**src/rtl/mta_pkg.sv**
```systemverilog
// Shared types, widths and codes for the mosaic tile address map.
// Used by every module of the block; depends on nothing.
package mta_pkg;

    // Field widths
    localparam int CX_W   = 21;  // canvas column
    localparam int CY_W   = 29;  // canvas row
    localparam int CHN_W  = 2;   // color channel code
    localparam int TW_W   = 13;  // tile width / height register
    localparam int LW_W   = 8;   // grid line width
    localparam int NX_W   = 9;   // tile columns
    localparam int NF_W   = 16;  // frame count
    localparam int COL_W  = 48;  // packed color
    localparam int FR_W   = 16;  // fill fraction, one channel
    localparam int SRC_W  = 12;  // source coordinate
    localparam int PX_W   = 13;  // tile pitch, tile size plus line width
    localparam int CW_W   = 22;  // canvas width
    localparam int CH_W   = 29;  // canvas height
    localparam int XQ_W   = 9;   // tile column of a pixel inside the canvas
    localparam int YQ_W   = 16;  // tile row of a pixel inside the canvas
    localparam int IDX_W  = 25;  // row * columns + column
    localparam int APB_AW = 6;
    localparam int APB_DW = 64;

    // Register limits
    localparam int MAX_TILE_DIM = 4096;
    localparam int MAX_FRAMES   = 65536;
    localparam int MAX_TILES    = 256;

    // Register map, one 64-bit word each
    typedef enum logic [2:0] {
        REG_TILE_WIDTH,
        REG_TILE_HEIGHT,
        REG_LINE_WIDTH,
        REG_TILES_ACROSS,
        REG_FRAME_COUNT,
        REG_GRID_COLOR,
        REG_BACK_COLOR,
        REG_NONE
    } reg_idx_t;

    // Result kinds
    typedef enum logic [1:0] {
        KIND_SOURCE,
        KIND_GRID,
        KIND_EMPTY,
        KIND_OUTSIDE
    } kind_t;

    // Channel codes
    localparam logic [CHN_W-1:0] CHAN_RED   = 2'd0;
    localparam logic [CHN_W-1:0] CHAN_GREEN = 2'd1;
    localparam logic [CHN_W-1:0] CHAN_BLUE  = 2'd2;

    // Settings derived from the registers
    typedef struct packed {
        logic [LW_W-1:0]  lw;
        logic [NX_W-1:0]  nx;
        logic [NF_W-1:0]  nf;
        logic [PX_W-1:0]  px;
        logic [PX_W-1:0]  py;
        logic [CW_W-1:0]  cw;
        logic [CH_W-1:0]  ch;
        logic [COL_W-1:0] grid_color;
        logic [COL_W-1:0] back_color;
    } cfg_t;

    // One request between front and back
    typedef struct packed {
        logic [CX_W-1:0]  x;
        logic [CY_W-1:0]  y;
        logic [CHN_W-1:0] chan;
        logic             outside;
    } req_t;

endpackage

```
**src/rtl/mta_cfg.sv**
```systemverilog
// Configuration registers with APB access, plus a sequencer that derives
// tile pitch, rows and canvas size after each mapped write. Depends on mta_pkg.
module mta_cfg
    import mta_pkg::*;
(
    input  logic              clk,
    input  logic              rst_n,
    input  logic              psel,
    input  logic              penable,
    input  logic              pwrite,
    input  logic [APB_AW-1:0] paddr,
    input  logic [APB_DW-1:0] pwdata,
    output logic [APB_DW-1:0] prdata,
    output cfg_t              cfg,
    output logic              cfg_busy
);

    localparam int DIV_STEPS = NF_W + 1;
    localparam int DIV_CW    = $clog2(DIV_STEPS);

    typedef enum logic [1:0] {
        ST_IDLE,
        ST_PREP,
        ST_DIV,
        ST_MUL
    } state_t;

    reg_idx_t wr_idx;
    logic     wr_en;
    logic     wr_hit;

    logic [TW_W-1:0]  tw_raw_reg;
    logic [TW_W-1:0]  th_raw_reg;
    logic [LW_W-1:0]  lw_raw_reg;
    logic [NX_W-1:0]  nx_raw_reg;
    logic [NF_W-1:0]  nf_raw_reg;
    logic [COL_W-1:0] grid_reg;
    logic [COL_W-1:0] back_reg;

    logic [TW_W-1:0] tw_c;
    logic [TW_W-1:0] th_c;
    logic [NX_W-1:0] nx_c;
    logic [NF_W-1:0] nf_c;

    state_t            state_reg;
    logic [LW_W-1:0]   lw_reg;
    logic [NX_W-1:0]   nx_reg;
    logic [NF_W-1:0]   nf_reg;
    logic [PX_W-1:0]   px_reg;
    logic [PX_W-1:0]   py_reg;
    logic [CW_W-1:0]   cw_reg;
    logic [CH_W-1:0]   ch_reg;
    logic [NX_W-1:0]   div_rem_reg;
    logic [NF_W:0]     div_num_reg;
    logic [DIV_CW-1:0] div_cnt_reg;

    logic [NX_W:0]   rem_shift;
    logic            rem_ge;
    logic [NX_W:0]   rem_sub;

    // Decode the write strobe
    assign wr_idx = reg_idx_t'(paddr[5:3]);
    assign wr_en  = psel && penable && pwrite;
    assign wr_hit = wr_en && (wr_idx != REG_NONE);

    // Hold the raw register values
    always_ff @(posedge clk or negedge rst_n)
    begin
        if (!rst_n)
        begin
            tw_raw_reg <= TW_W'(1);
            th_raw_reg <= TW_W'(1);
            lw_raw_reg <= '0;
            nx_raw_reg <= NX_W'(1);
            nf_raw_reg <= NF_W'(1);
            grid_reg   <= '0;
            back_reg   <= '0;
        end
        else if (wr_en)
        begin
            case (wr_idx)
                REG_TILE_WIDTH:   tw_raw_reg <= pwdata[TW_W-1:0];
                REG_TILE_HEIGHT:  th_raw_reg <= pwdata[TW_W-1:0];
                REG_LINE_WIDTH:   lw_raw_reg <= pwdata[LW_W-1:0];
                REG_TILES_ACROSS: nx_raw_reg <= pwdata[NX_W-1:0];
                REG_FRAME_COUNT:  nf_raw_reg <= pwdata[NF_W-1:0];
                REG_GRID_COLOR:   grid_reg   <= pwdata[COL_W-1:0];
                REG_BACK_COLOR:   back_reg   <= pwdata[COL_W-1:0];
                default:          ;
            endcase
        end
    end

    // Return the raw value on reads
    always_comb
    begin
        case (wr_idx)
            REG_TILE_WIDTH:   prdata = APB_DW'(tw_raw_reg);
            REG_TILE_HEIGHT:  prdata = APB_DW'(th_raw_reg);
            REG_LINE_WIDTH:   prdata = APB_DW'(lw_raw_reg);
            REG_TILES_ACROSS: prdata = APB_DW'(nx_raw_reg);
            REG_FRAME_COUNT:  prdata = APB_DW'(nf_raw_reg);
            REG_GRID_COLOR:   prdata = APB_DW'(grid_reg);
            REG_BACK_COLOR:   prdata = APB_DW'(back_reg);
            default:          prdata = '0;
        endcase
    end

    // Clamp: zero counts as one, large values saturate
    assign tw_c = (tw_raw_reg == '0) ? TW_W'(1) :
                  (tw_raw_reg > TW_W'(MAX_TILE_DIM)) ? TW_W'(MAX_TILE_DIM) : tw_raw_reg;
    assign th_c = (th_raw_reg == '0) ? TW_W'(1) :
                  (th_raw_reg > TW_W'(MAX_TILE_DIM)) ? TW_W'(MAX_TILE_DIM) : th_raw_reg;
    assign nx_c = (nx_raw_reg == '0) ? NX_W'(1) :
                  (nx_raw_reg > NX_W'(MAX_TILES)) ? NX_W'(MAX_TILES) : nx_raw_reg;
    // The frame limit lies above the 16-bit register range at the default size
    assign nf_c = (nf_raw_reg == '0) ? NF_W'(1) :
                  ((NF_W+1)'(nf_raw_reg) > (NF_W+1)'(MAX_FRAMES)) ?
                  NF_W'(MAX_FRAMES) : nf_raw_reg;

    // One restoring division step for tile rows = ceil(frames / columns)
    assign rem_shift = {div_rem_reg, div_num_reg[NF_W]};
    assign rem_ge    = rem_shift >= {1'b0, nx_reg};
    assign rem_sub   = rem_shift - {1'b0, nx_reg};

    // Sequence the derived settings
    always_ff @(posedge clk or negedge rst_n)
    begin
        if (!rst_n)
        begin
            state_reg   <= ST_IDLE;
            lw_reg      <= '0;
            nx_reg      <= NX_W'(1);
            nf_reg      <= NF_W'(1);
            px_reg      <= PX_W'(1);
            py_reg      <= PX_W'(1);
            cw_reg      <= CW_W'(1);
            ch_reg      <= CH_W'(1);
            div_rem_reg <= '0;
            div_num_reg <= '0;
            div_cnt_reg <= '0;
        end
        else if (wr_hit)
        begin
            state_reg <= ST_PREP;
        end
        else
        begin
            case (state_reg)
                ST_IDLE: ;
                ST_PREP:
                begin
                    lw_reg      <= lw_raw_reg;
                    nx_reg      <= nx_c;
                    nf_reg      <= nf_c;
                    px_reg      <= tw_c + PX_W'(lw_raw_reg);
                    py_reg      <= th_c + PX_W'(lw_raw_reg);
                    div_rem_reg <= '0;
                    div_num_reg <= (NF_W+1)'(nf_c) + (NF_W+1)'(nx_c) - (NF_W+1)'(1);
                    div_cnt_reg <= '0;
                    state_reg   <= ST_DIV;
                end
                ST_DIV:
                begin
                    div_rem_reg <= rem_ge ? rem_sub[NX_W-1:0] : rem_shift[NX_W-1:0];
                    div_num_reg <= {div_num_reg[NF_W-1:0], rem_ge};
                    div_cnt_reg <= div_cnt_reg + DIV_CW'(1);
                    if (div_cnt_reg == DIV_CW'(DIV_STEPS - 1))
                    begin
                        state_reg <= ST_MUL;
                    end
                end
                ST_MUL:
                begin
                    cw_reg    <= CW_W'(lw_reg) + CW_W'(px_reg) * CW_W'(nx_reg);
                    ch_reg    <= CH_W'(lw_reg) + CH_W'(py_reg) * CH_W'(div_num_reg[NF_W-1:0]);
                    state_reg <= ST_IDLE;
                end
                default: state_reg <= ST_IDLE;
            endcase
        end
    end

    assign cfg_busy = (state_reg != ST_IDLE);

    assign cfg.lw         = lw_reg;
    assign cfg.nx         = nx_reg;
    assign cfg.nf         = nf_reg;
    assign cfg.px         = px_reg;
    assign cfg.py         = py_reg;
    assign cfg.cw         = cw_reg;
    assign cfg.ch         = ch_reg;
    assign cfg.grid_color = grid_reg;
    assign cfg.back_color = back_reg;

endmodule

```
**src/rtl/mta_front.sv**
```systemverilog
// Front end: takes start requests, flags coordinates outside the canvas
// and hands requests to the queue. Depends on mta_pkg.
module mta_front
    import mta_pkg::*;
(
    input  logic             clk,
    input  logic             rst_n,
    input  logic             start,
    input  logic [CX_W-1:0]  canvas_x,
    input  logic [CY_W-1:0]  canvas_y,
    input  logic [CHN_W-1:0] channel,
    input  cfg_t             cfg,
    input  logic             cfg_busy,
    input  logic             q_full,
    output logic             push,
    output req_t             push_req,
    output logic             busy
);

    logic f_valid_reg;
    logic f_valid_next;
    req_t f_req_reg;
    logic accept;

    // Stall only while settings settle or the queue cannot take the held request
    assign busy         = cfg_busy || (f_valid_reg && q_full);
    assign accept       = start && !busy;
    assign push         = f_valid_reg && !q_full;
    assign f_valid_next = accept || (f_valid_reg && !push);

    always_ff @(posedge clk or negedge rst_n)
    begin
        if (!rst_n)
        begin
            f_valid_reg <= 1'b0;
        end
        else
        begin
            f_valid_reg <= f_valid_next;
        end
    end

    // Classify on entry: outside the canvas or not
    always_ff @(posedge clk)
    begin
        if (accept)
        begin
            f_req_reg.x       <= canvas_x;
            f_req_reg.y       <= canvas_y;
            f_req_reg.chan    <= channel;
            f_req_reg.outside <= (CW_W'(canvas_x) >= cfg.cw) || (canvas_y >= cfg.ch);
        end
    end

    assign push_req = f_req_reg;

endmodule

```
**src/rtl/mta_queue.sv**
```systemverilog
// Two-entry request queue between front and back end.
// Depends on mta_pkg for the request type.
module mta_queue
    import mta_pkg::*;
(
    input  logic clk,
    input  logic rst_n,
    input  logic push,
    input  req_t push_req,
    input  logic pop,
    output logic head_valid,
    output req_t head_req,
    output logic full
);

    localparam int DEPTH = 2;
    localparam int PTR_W = $clog2(DEPTH);

    req_t             mem_reg [DEPTH];
    logic [PTR_W-1:0] wr_ptr_reg;
    logic [PTR_W-1:0] rd_ptr_reg;
    logic [PTR_W:0]   count_reg;
    logic             do_push;
    logic             do_pop;

    assign full       = (count_reg == (PTR_W+1)'(DEPTH));
    assign head_valid = (count_reg != '0);
    assign head_req   = mem_reg[rd_ptr_reg];
    assign do_push    = push && !full;
    assign do_pop     = pop && head_valid;

    // Advance pointers and fill count
    always_ff @(posedge clk or negedge rst_n)
    begin
        if (!rst_n)
        begin
            wr_ptr_reg <= '0;
            rd_ptr_reg <= '0;
            count_reg  <= '0;
        end
        else
        begin
            if (do_push)
            begin
                wr_ptr_reg <= wr_ptr_reg + PTR_W'(1);
            end
            if (do_pop)
            begin
                rd_ptr_reg <= rd_ptr_reg + PTR_W'(1);
            end
            if (do_push && !do_pop)
            begin
                count_reg <= count_reg + (PTR_W+1)'(1);
            end
            else if (do_pop && !do_push)
            begin
                count_reg <= count_reg - (PTR_W+1)'(1);
            end
        end
    end

    // Store entries
    always_ff @(posedge clk)
    begin
        if (do_push)
        begin
            mem_reg[wr_ptr_reg] <= push_req;
        end
    end

endmodule

```
**src/rtl/mta_back.sv**
```systemverilog
// Back end: pipelined division of the coordinates by the tile pitch, frame
// index and result assembly. Depends on mta_pkg.
module mta_back
    import mta_pkg::*;
(
    input  logic              clk,
    input  logic              rst_n,
    input  logic              in_valid,
    input  req_t              in_req,
    input  cfg_t              cfg,
    output logic              pop,
    output logic              done,
    output logic [1:0]        kind,
    output logic [NF_W-1:0]   frame_index,
    output logic [SRC_W-1:0]  source_x,
    output logic [SRC_W-1:0]  source_y,
    output logic [FR_W-1:0]   fill_value
);

    localparam int NSTG = YQ_W;

    typedef struct packed {
        logic [CX_W-1:0]  x_rem;
        logic [XQ_W-1:0]  x_quo;
        logic [CY_W-1:0]  y_rem;
        logic [YQ_W-1:0]  y_quo;
        logic [CHN_W-1:0] chan;
        logic             outside;
    } div_t;

    div_t d_in   [NSTG];
    div_t d_out  [NSTG];
    div_t d_reg  [NSTG];
    logic v_reg  [NSTG];

    logic [PX_W-1:0]  rx;
    logic [PX_W-1:0]  ry;
    logic             m_valid_reg;
    logic             m_grid_reg;
    logic             m_outside_reg;
    logic [CHN_W-1:0] m_chan_reg;
    logic [IDX_W-1:0] m_idx_reg;
    logic [SRC_W-1:0] m_sx_reg;
    logic [SRC_W-1:0] m_sy_reg;

    logic             done_reg;
    kind_t            kind_reg;
    logic [NF_W-1:0]  frame_reg;
    logic [SRC_W-1:0] sx_reg;
    logic [SRC_W-1:0] sy_reg;
    logic [FR_W-1:0]  fill_reg;

    kind_t            kind_next;
    logic [NF_W-1:0]  frame_next;
    logic [SRC_W-1:0] sx_next;
    logic [SRC_W-1:0] sy_next;
    logic [FR_W-1:0]  fill_next;
    logic             m_empty;

    function automatic logic [FR_W-1:0] pick_channel(input logic [COL_W-1:0] color,
                                                     input logic [CHN_W-1:0] chan);
        logic [FR_W-1:0] v;
        case (chan)
            CHAN_RED:   v = color[FR_W-1:0];
            CHAN_GREEN: v = color[2*FR_W-1:FR_W];
            CHAN_BLUE:  v = color[3*FR_W-1:2*FR_W];
            default:    v = '0;
        endcase
        return v;
    endfunction

    // The back end never stalls
    assign pop = in_valid;

    // One quotient bit per stage; the column needs fewer bits than the row
    for (genvar s = 0; s < NSTG; s++)
    begin : g_div
        localparam int KY = YQ_W - 1 - s;
        logic [CY_W:0] y_sh;
        logic          y_ge;
        logic [CY_W:0] y_dif;

        if (s > 0)
        begin : g_link
            assign d_in[s] = d_reg[s-1];
        end
        else
        begin : g_seed
            // Seed the divider from the queue head
            assign d_in[s] = '{x_rem: in_req.x, x_quo: '0, y_rem: in_req.y, y_quo: '0,
                               chan: in_req.chan, outside: in_req.outside};
        end

        assign y_sh = (CY_W+1)'(cfg.py) << KY;
        assign y_ge = {1'b0, d_in[s].y_rem} >= y_sh;

        if (s < XQ_W)
        begin : g_xbit
            localparam int KX = XQ_W - 1 - s;
            logic [CX_W:0] x_sh;
            logic          x_ge;
            logic [CX_W:0] x_dif;
            assign x_sh  = (CX_W+1)'(cfg.px) << KX;
            assign x_ge  = {1'b0, d_in[s].x_rem} >= x_sh;
            assign x_dif = {1'b0, d_in[s].x_rem} - x_sh;
            assign d_out[s].x_rem = x_ge ? x_dif[CX_W-1:0] : d_in[s].x_rem;
            assign d_out[s].x_quo = {d_in[s].x_quo[XQ_W-2:0], x_ge};
        end
        else
        begin : g_xhold
            assign d_out[s].x_rem = d_in[s].x_rem;
            assign d_out[s].x_quo = d_in[s].x_quo;
        end

        assign y_dif            = {1'b0, d_in[s].y_rem} - y_sh;
        assign d_out[s].y_rem   = y_ge ? y_dif[CY_W-1:0] : d_in[s].y_rem;
        assign d_out[s].y_quo   = {d_in[s].y_quo[YQ_W-2:0], y_ge};
        assign d_out[s].chan    = d_in[s].chan;
        assign d_out[s].outside = d_in[s].outside;

        always_ff @(posedge clk or negedge rst_n)
        begin
            if (!rst_n)
            begin
                v_reg[s] <= 1'b0;
            end
            else
            begin
                v_reg[s] <= (s == 0) ? in_valid : v_reg[(s == 0) ? 0 : s-1];
            end
        end

        always_ff @(posedge clk)
        begin
            d_reg[s] <= d_out[s];
        end
    end

    // Grid test, source offsets and frame index
    assign rx = d_reg[NSTG-1].x_rem[PX_W-1:0];
    assign ry = d_reg[NSTG-1].y_rem[PX_W-1:0];

    always_ff @(posedge clk or negedge rst_n)
    begin
        if (!rst_n)
        begin
            m_valid_reg <= 1'b0;
        end
        else
        begin
            m_valid_reg <= v_reg[NSTG-1];
        end
    end

    always_ff @(posedge clk)
    begin
        m_grid_reg    <= (rx < PX_W'(cfg.lw)) || (ry < PX_W'(cfg.lw));
        m_outside_reg <= d_reg[NSTG-1].outside;
        m_chan_reg    <= d_reg[NSTG-1].chan;
        m_idx_reg     <= IDX_W'(d_reg[NSTG-1].y_quo) * IDX_W'(cfg.nx)
                         + IDX_W'(d_reg[NSTG-1].x_quo);
        m_sx_reg      <= SRC_W'(rx - PX_W'(cfg.lw));
        m_sy_reg      <= SRC_W'(ry - PX_W'(cfg.lw));
    end

    // Assemble the result
    assign m_empty = (m_idx_reg >= IDX_W'(cfg.nf));

    always_comb
    begin
        kind_next  = KIND_SOURCE;
        frame_next = '0;
        sx_next    = '0;
        sy_next    = '0;
        fill_next  = '0;
        if (m_outside_reg)
        begin
            kind_next = KIND_OUTSIDE;
        end
        else if (m_grid_reg)
        begin
            kind_next = KIND_GRID;
            fill_next = pick_channel(cfg.grid_color, m_chan_reg);
        end
        else if (m_empty)
        begin
            kind_next = KIND_EMPTY;
            fill_next = pick_channel(cfg.back_color, m_chan_reg);
        end
        else
        begin
            frame_next = m_idx_reg[NF_W-1:0];
            sx_next    = m_sx_reg;
            sy_next    = m_sy_reg;
        end
    end

    always_ff @(posedge clk or negedge rst_n)
    begin
        if (!rst_n)
        begin
            done_reg <= 1'b0;
        end
        else
        begin
            done_reg <= m_valid_reg;
        end
    end

    always_ff @(posedge clk)
    begin
        kind_reg  <= kind_next;
        frame_reg <= frame_next;
        sx_reg    <= sx_next;
        sy_reg    <= sy_next;
        fill_reg  <= fill_next;
    end

    assign done        = done_reg;
    assign kind        = kind_reg;
    assign frame_index = frame_reg;
    assign source_x    = sx_reg;
    assign source_y    = sy_reg;
    assign fill_value  = fill_reg;

endmodule

```
**src/rtl/mosaic_tile_address_map.sv**
```systemverilog
// Top level of the mosaic tile address map: APB settings, front end,
// request queue and back end. Depends on mta_pkg and the mta_* modules.
//
//  Channel   Handshake                      Payload
//  --------  -----------------------------  -------------------------------------
//  request   start accepted when busy low   canvas_x, canvas_y, channel
//  result    done, one cycle, no stall      kind, frame_index, source_x/y, fill
//  settings  APB write, pready always high  paddr 8*i, pwdata / prdata 64 bits
//
// One request per clock while busy is low; a result passes the front register,
// the queue, the 16-stage division of the row by the tile pitch and the output
// registers. After each mapped settings write, busy stays high while the
// sequencer derives tile rows (17 division steps) and the canvas size.
// Reset is asynchronous, active low, and loads the register defaults.
// The receiver cannot hold results off; busy only reflects the settings
// sequencer and a full queue.
module mosaic_tile_address_map
    import mta_pkg::*;
(
    input  logic              clk,
    input  logic              rst_n,
    input  logic              psel,
    input  logic              penable,
    input  logic              pwrite,
    input  logic [APB_AW-1:0] paddr,
    input  logic [APB_DW-1:0] pwdata,
    output logic [APB_DW-1:0] prdata,
    output logic              pready,
    input  logic              start,
    output logic              busy,
    input  logic [CX_W-1:0]   canvas_x,
    input  logic [CY_W-1:0]   canvas_y,
    input  logic [CHN_W-1:0]  channel,
    output logic              done,
    output logic [1:0]        kind,
    output logic [NF_W-1:0]   frame_index,
    output logic [SRC_W-1:0]  source_x,
    output logic [SRC_W-1:0]  source_y,
    output logic [FR_W-1:0]   fill_value
);

    localparam int LATENCY = YQ_W + 4;

    cfg_t cfg;
    logic cfg_busy;
    logic q_full;
    logic push;
    req_t push_req;
    logic pop;
    logic head_valid;
    req_t head_req;

    assign pready = 1'b1;

    mta_cfg u_cfg (
        .clk      (clk),
        .rst_n    (rst_n),
        .psel     (psel),
        .penable  (penable),
        .pwrite   (pwrite),
        .paddr    (paddr),
        .pwdata   (pwdata),
        .prdata   (prdata),
        .cfg      (cfg),
        .cfg_busy (cfg_busy)
    );

    mta_front u_front (
        .clk      (clk),
        .rst_n    (rst_n),
        .start    (start),
        .canvas_x (canvas_x),
        .canvas_y (canvas_y),
        .channel  (channel),
        .cfg      (cfg),
        .cfg_busy (cfg_busy),
        .q_full   (q_full),
        .push     (push),
        .push_req (push_req),
        .busy     (busy)
    );

    mta_queue u_queue (
        .clk        (clk),
        .rst_n      (rst_n),
        .push       (push),
        .push_req   (push_req),
        .pop        (pop),
        .head_valid (head_valid),
        .head_req   (head_req),
        .full       (q_full)
    );

    mta_back u_back (
        .clk         (clk),
        .rst_n       (rst_n),
        .in_valid    (head_valid),
        .in_req      (head_req),
        .cfg         (cfg),
        .pop         (pop),
        .done        (done),
        .kind        (kind),
        .frame_index (frame_index),
        .source_x    (source_x),
        .source_y    (source_y),
        .fill_value  (fill_value)
    );

    // Every taken request comes out after the fixed latency
    a_latency: assert property (@(posedge clk) disable iff (!rst_n)
        (start && !busy) |-> ##LATENCY done)
        else $error("request result missing at fixed latency");

    // A settings write blocks requests while derived values settle
    a_cfg_busy: assert property (@(posedge clk) disable iff (!rst_n)
        (psel && penable && pwrite && (paddr[5:3] != REG_NONE)) |=> busy)
        else $error("request taken while settings settle");

    // Only source pixels carry a frame and coordinates
    a_src_fields: assert property (@(posedge clk) disable iff (!rst_n)
        (done && (kind != KIND_SOURCE)) |->
        (frame_index == '0 && source_x == '0 && source_y == '0))
        else $error("frame fields set on a non-source result");

    // Outside and source results carry no fill
    a_fill_zero: assert property (@(posedge clk) disable iff (!rst_n)
        (done && (kind == KIND_OUTSIDE || kind == KIND_SOURCE)) |-> (fill_value == '0))
        else $error("fill value set on outside or source result");

endmodule

```
**config.mk**
```make
export PLATFORM = sky130hd
export DESIGN_NAME = mosaic_tile_address_map
export DESIGN_NICKNAME = d
export VERILOG_FILES = /design/src/rtl/mta_pkg.sv /design/src/rtl/mta_cfg.sv /design/src/rtl/mta_front.sv /design/src/rtl/mta_queue.sv /design/src/rtl/mta_back.sv /design/src/rtl/mosaic_tile_address_map.sv
export SDC_FILE = /design/constraint.sdc
export NUM_CORES = 2
export LEC_CHECK = 0
export ABC_CLOCK_PERIOD_IN_PS = 5800
export BUFFER_PORTS_ARGS = -buffer_cell sky130_fd_sc_hd__buf_2
export CORE_UTILIZATION = 50
export CTS_CLUSTER_DIAMETER = 200
export DETAILED_ROUTE_END_ITERATION = 6
export MAX_ROUTING_LAYER = met4
export PLACE_DENSITY = 0.7
export SYNTH_ARGS = -nofsm -noshare
export SYNTH_HDL_FRONTEND = slang
export SYNTH_HIERARCHICAL = 1
export SYNTH_SLANG_ARGS = --single-unit
```
**constraint.sdc**
```tcl
create_clock -name clk -period 5.8 [get_ports clk]
set_clock_uncertainty 0.05 [all_clocks]
set_input_delay 0.87 -clock clk [delete_from_list [all_inputs] [get_ports clk]]
set_output_delay 0.87 -clock clk [all_outputs]
set_load 0.005 [all_outputs]
```
Yosys cells after proc, flatten, opt, wreduce, memory -nomap -nowiden
Memory sizes are Yosys's and may differ from the RTL's. Cells that the tools add are included.

Add/sub/neg operators: 40. $mul: 3. Magnitude comparators: 35. Eq/ne operators: 15. Muxes and demuxes: 51. Bitwise gates (word level): 1. Reduce and logical (&&, ||, !) cells: 43.

Operators with widths (count): 2-to-1 mux 29 bit (16); case mux 48 bit (7 select lines) (1); 2-to-1 mux 21 bit (9); case mux 16 bit (3 select lines) (2); 2-to-1 mux 16 bit (4); 2-to-1 mux 13 bit (4); case mux 17 bit (2 select lines) (1); adder 8 x 29 -> 29 bit (1); greater-or-equal comparator 29 x 13 -> 1 bit (1); greater-or-equal comparator 29 x 14 -> 1 bit (1); greater-or-equal comparator 29 x 15 -> 1 bit (1); greater-or-equal comparator 29 x 16 -> 1 bit (1); greater-or-equal comparator 29 x 17 -> 1 bit (1); greater-or-equal comparator 29 x 18 -> 1 bit (1); greater-or-equal comparator 29 x 19 -> 1 bit (1); greater-or-equal comparator 29 x 20 -> 1 bit (1); greater-or-equal comparator 29 x 21 -> 1 bit (1); greater-or-equal comparator 29 x 22 -> 1 bit (1); greater-or-equal comparator 29 x 23 -> 1 bit (1); greater-or-equal comparator 29 x 24 -> 1 bit (1); greater-or-equal comparator 29 x 25 -> 1 bit (1); greater-or-equal comparator 29 x 26 -> 1 bit (1); greater-or-equal comparator 29 x 27 -> 1 bit (1); greater-or-equal comparator 29 x 28 -> 1 bit (1); other kinds (84) (134).

Flip-flop bits (word level): 485. Bits in writable memories: 1354. Output and inout port bits: 125. Logic and storage cells: 246. Memories kept: 2.

Memory list: u_back.d_reg (depth 16, bits a word 78, read ports 16, clocked after Yosys merged registers in 0, write ports 16, RTL line mta_back.sv:33) `div_t d_reg [NSTG];`; u_queue.mem_reg (depth 2, bits a word 53, read ports 1, clocked after Yosys merged registers in 0, write ports 1, RTL line mta_queue.sv:19) `req_t mem_reg [DEPTH];`.

Depth between registers and ports, before layout
Word-level depth: 8. Mapped depth: 22.

Hierarchy
The synthesis kept the hierarchy.

By module, submodules not included: mta_back (instances 1, cells an instance 5228, area each 51779.7 um^2, seq. area each 22932.0 um^2); mta_cfg (instances 1, cells an instance 2726, area each 26228.9 um^2, seq. area each 7469.7 um^2); mta_queue (instances 1, cells an instance 184, area each 4272.8 um^2, seq. area each 3283.1 um^2); mta_front (instances 1, cells an instance 232, area each 2876.5 um^2, seq. area each 1616.6 um^2); mosaic_tile_address_map (instances 1, cells an instance 2, area each 11.3 um^2, seq. area each 0.0 um^2).

Worst setup path before layout
No wires, ideal clock.

Path type: flip-flop to flip-flop. Start point: register u_cfg.py_reg[1]. End point: register u_cfg.ch_reg[21]. Arrival time: 5807 ps. Path slack: -187 ps. Cell stages (with the launch flop): 18. Cell sequence: dfrtp_1 clkbuf_1 nand2_1 fa_1 fa_1 fa_1 fa_1 inv_1 fa_1 ha_1 ha_1 a21oi_1 o21ai_1 a311o_1 a21o_1 a311oi_1 xor2_1 o21ai_1.

Cells in the longest elaborated chain, start to end: 2.

Ends and longest elaborated chain: start: declaration (RTL line mta_cfg.sv:50) `logic [PX_W-1:0] py_reg;`; start signal: assignment (RTL line mta_cfg.sv:157) `py_reg <= th_c + PX_W'(lw_raw_reg);`; multiplier 13 x 16 -> 29 bit (RTL line mta_cfg.sv:176) `ch_reg <= CH_W'(lw_reg) + CH_W'(py_reg) * CH_W'(div_num_reg[NF_W-1:0]);`; adder 8 x 29 -> 29 bit (RTL line mta_cfg.sv:176); end signal: assignment (RTL line mta_cfg.sv:176); end: declaration (RTL line mta_cfg.sv:52) `logic [CH_W-1:0] ch_reg;`.

Every way passes these cells. A chain may end at the register's enable or synchronous reset.

Final worst setup path
Start point: register u_cfg.div_num_reg[9]. End point: register u_cfg.ch_reg[21].

Cells in the longest elaborated chain, start to end: 2.

Ends and longest elaborated chain: start: declaration (RTL line mta_cfg.sv:54) `logic [NF_W:0] div_num_reg;`; start signal: assignment (RTL line mta_cfg.sv:159) `div_num_reg <= (NF_W+1)'(nf_c) + (NF_W+1)'(nx_c) - (NF_W+1)'(1);`; start signal: assignment (RTL line mta_cfg.sv:166) `div_num_reg <= {div_num_reg[NF_W-1:0], rem_ge};`; multiplier 13 x 16 -> 29 bit (RTL line mta_cfg.sv:176); adder 8 x 29 -> 29 bit (RTL line mta_cfg.sv:176).

Every way passes these cells.

==> flow_summary_export.csv <==
group,metric,value,unit
run_status,status,"finished with violations",
run_status,violations,"DRC",
clock_tree,cts_buffers,169,
drt,post_drt_wl_per_cell,19.1,um
yosys,synth_edf_count,159,
clock_tree,h-tree-depth,4,
global_route,grt_first_pass_wirelength,334000,um
worst_setup_path,worstPathArrival,6300,ps
yosys,yosysMostFrequentCell,"dfxtp_1",
yosys,synth_top_flop_cell,"dfxtp_1",
drt,vias,60998,
yosys,synth_fa_ha_area_share,19.1,%
yosys,synth_commonest_cells,"dfxtp_1, nand2_1, ha_1, inv_1, o21ai_0",
global_route,grt_max_degree,108,
timing,whs,167,ps
placement,dpl.hpwl,161000,um
die,io_pins,253,
yosys,synth-simple-area-share,13.9,%
worst_setup_path,critPathTopFamily,"adder cells",
timing,drv_slew,0,
global_route,groute.usage.overall,25.0,%
yosys,synth_compound_area_share,11.3,%
worst_setup_path,crit_buf_inv,2,
yosys,synth-seq-cells,1603,
yosys,syn_area_per_cell,10.2,um2
timing,setup_viol_count_final,0,
timing,worstMarginPinSlew,1290,ps
global_route,overflow,0,
yosys,async_reset_ff_share,20.0,%
timing,fin_crit,5620,ps
worst_setup_path,critPathLaunchType,"register",
global_route,antenna_found_initial,5,
drt,drc,2,
worst_setup_path,crit_chain,"and2_1 > fa_1 > inv_1 > fa_1 > inv_1 > fa_1 > fa_1 > fa_1 > ha_1 > ha_1 > a21oi_1 > o21ai_1 > a311o_1 > a21o_1 > a311oi_1 > xor2_1 > o21ai_1",
placement,io_buffers,216,
drt,drt-initial-drc-count,4081,
die,initial_utilization,50.3,%
yosys,synth_top_family_by_area,"adder cells",
run,cap_violations,0,
worst_setup_path,cpMostUsedCell,"fa_1",
clock_tree,cts_tree,"built",
worst_setup_path,slowest_stage,"fa_1",
drt,ant_nets,0,
clock_tree,path_clk_slew,60,ps
finish,largest_reg_flops,1012,
worst_setup_path,critical_path.max_stage_delay,630,ps
die,die_h,415,um
timing,hold_violations,0,
finish,area_growth,11.9,%
clock_tree,cts.sinks,1603,
yosys,synth_xor_area_share,4.76,%
yosys,synth.distinct_cells,111,
min_path,min_path_type,"in -> reg",
worst_setup_path,end_kind,"register",
die,fp.coreArea,169000,um2
global_route,first_global_vias,61064,
placement,gp_congestion,0.960,
worst_setup_path,path_class,"reg -> reg",
yosys,yosys_warnings,6,
timing,setup_tns,0,ps
yosys,seq_area_frac_synth,41.4,%
timing,rsz0062_at_grt,"true",
drt,drt_pass1_iterations,7,
worst_setup_path,crit_required,6480,ps
yosys,yosysTopAreaCell,"dfxtp_1",
worst_setup_path,crit_fanout,9,
die,die_area,172000,um2
finish,fin_nets,9871,
timing,period_share,96.9,%
yosys,synth_cells,8372,
finish,drive_gt1_share,11.9,%
clock_tree,clk-insertion-delay-late,860,ps
yosys,synth.area.top_cells,"dfxtp_1, ha_1, dfrtp_1, fa_1, edfxtp_1",
timing,layout_setup_ws,181,ps
die,rows,151,
clock_tree,clk_path_buf_depth,3,
timing,fmax,0.178,GHz
drt,wl,211000,um
placement,dp_slack,103,ps
yosys,muxShareOfSynthArea,5.10,%
drt,vias_per_cell,5.52,
die,die_w,415,um
yosys,syn_area,85200,um2
clock_tree,clockRootBuffer,"clkbuf_16",
timing,relSlewSlack,13.7,%
yosys,synth_top_area_share,26.4,%
-- per-stage QoR --
stage / cell area (um2) / cells / utilization [%]
4_1_cts: 95200 / 11036 / 56.2
2_1_floorplan: 85200 / 8387 / -
5_1_grt: 95300 / 11041 / 56.3
3_5_place_dp: 89200 / 10716 / 52.7
3_3_place_gp: 89200 / 10716 / 52.7
6_report: 95300 / 11041 / 56.3
-- final cells by class --
class / instances / area, um2
timing repair buffer: 363 / 2210
clock inverter: 99 / 1240
antenna: 4 / 10.0
fill: 14402 / 74000
sequential: 1603 / 35300
tap: 2218 / 2780
multi-input combinational: 5843 / 46400
inverter: 691 / 2600
clock buffer: 220 / 4760
-- timing repair --
item                                   CTS  global route
gates resized for setup                  0            28
buffers inserted                         0             1
endpoints found under the hold margin    4             0
setup endpoints to repair                0            14
hold buffers                             1             0
-- worst paths after layout --
check / start / end / slack [ps] / cells after the start
min reg2reg: u_back/d_reg[0][312] / u_back/d_reg[0][390] / 220 / 0
min in group asynchronous: rst_n / u_cfg/back_reg[41] / 670 / 2
max in group asynchronous: rst_n / u_cfg/lw_reg[3] / 3740 / 3
min: canvas_y[24] / u_front/push_req[27] / 170 / 1
max: u_cfg/div_num_reg[9] / u_cfg/ch_reg[21] / 180 / 17
max reg2reg: u_cfg/div_num_reg[9] / u_cfg/ch_reg[21] / 180 / 17
-- kinds of logic (layout without fill, tap and decap cells) --
family	after synthesis	count (layout)
adders and majority gates	1072	1072
buffers and inverters	941	1373
other	2	21
and+or+nand+nor	2367	2367
DFF	1603	1603
muxes	371	371
AOI/OAI and AO/OA	1553	1553
xor gates and xnor gates	463	463
-- routing by layer --
| layer | part of all wire, % | routed length (um) | global-route usage (%) | vias up |
|---|---|---|---|---|
| li1 | - | - | - | 29365 |
| met1 | 43 | 90800 | 31.3 | 29550 |
| met2 | 48 | 101000 | 41.0 | 1683 |
| met3 | 5.1 | 10800 | 3.58 | 400 |
| met4 | 3.9 | 8170 | 9.65 | 0 |
| met5 | 0 | 0 | - | - |
-- cell usage in the layout (no fill, tap or decap), types with 41 or more instances in the layout --
master,instances
dfxtp_1,1122
nand2_1,802
ha_1,696
inv_1,686
o21ai_0,444
a21oi_1,426
nor2_1,411
fa_1,375
dfrtp_1,299
and2_1,287
xnor2_1,255
mux2_2,217
buf_2,215
xor2_1,208
clkbuf_16,173
edfxtp_1,159
buf_4,145
a21o_1,134
nor3_1,129
nor2b_1,107
nand3_1,106
nand2b_1,81
nor4_1,81
mux2i_1,78
nand4_1,75
o21a_1,70
a31oi_1,53
or3_1,50
mux2_4,49
o31ai_1,43
a22o_1,42
o21ai_1,41
Power is not shown: default switching activity piles up to over one toggle a cycle in this logic, so the estimate is an artifact.
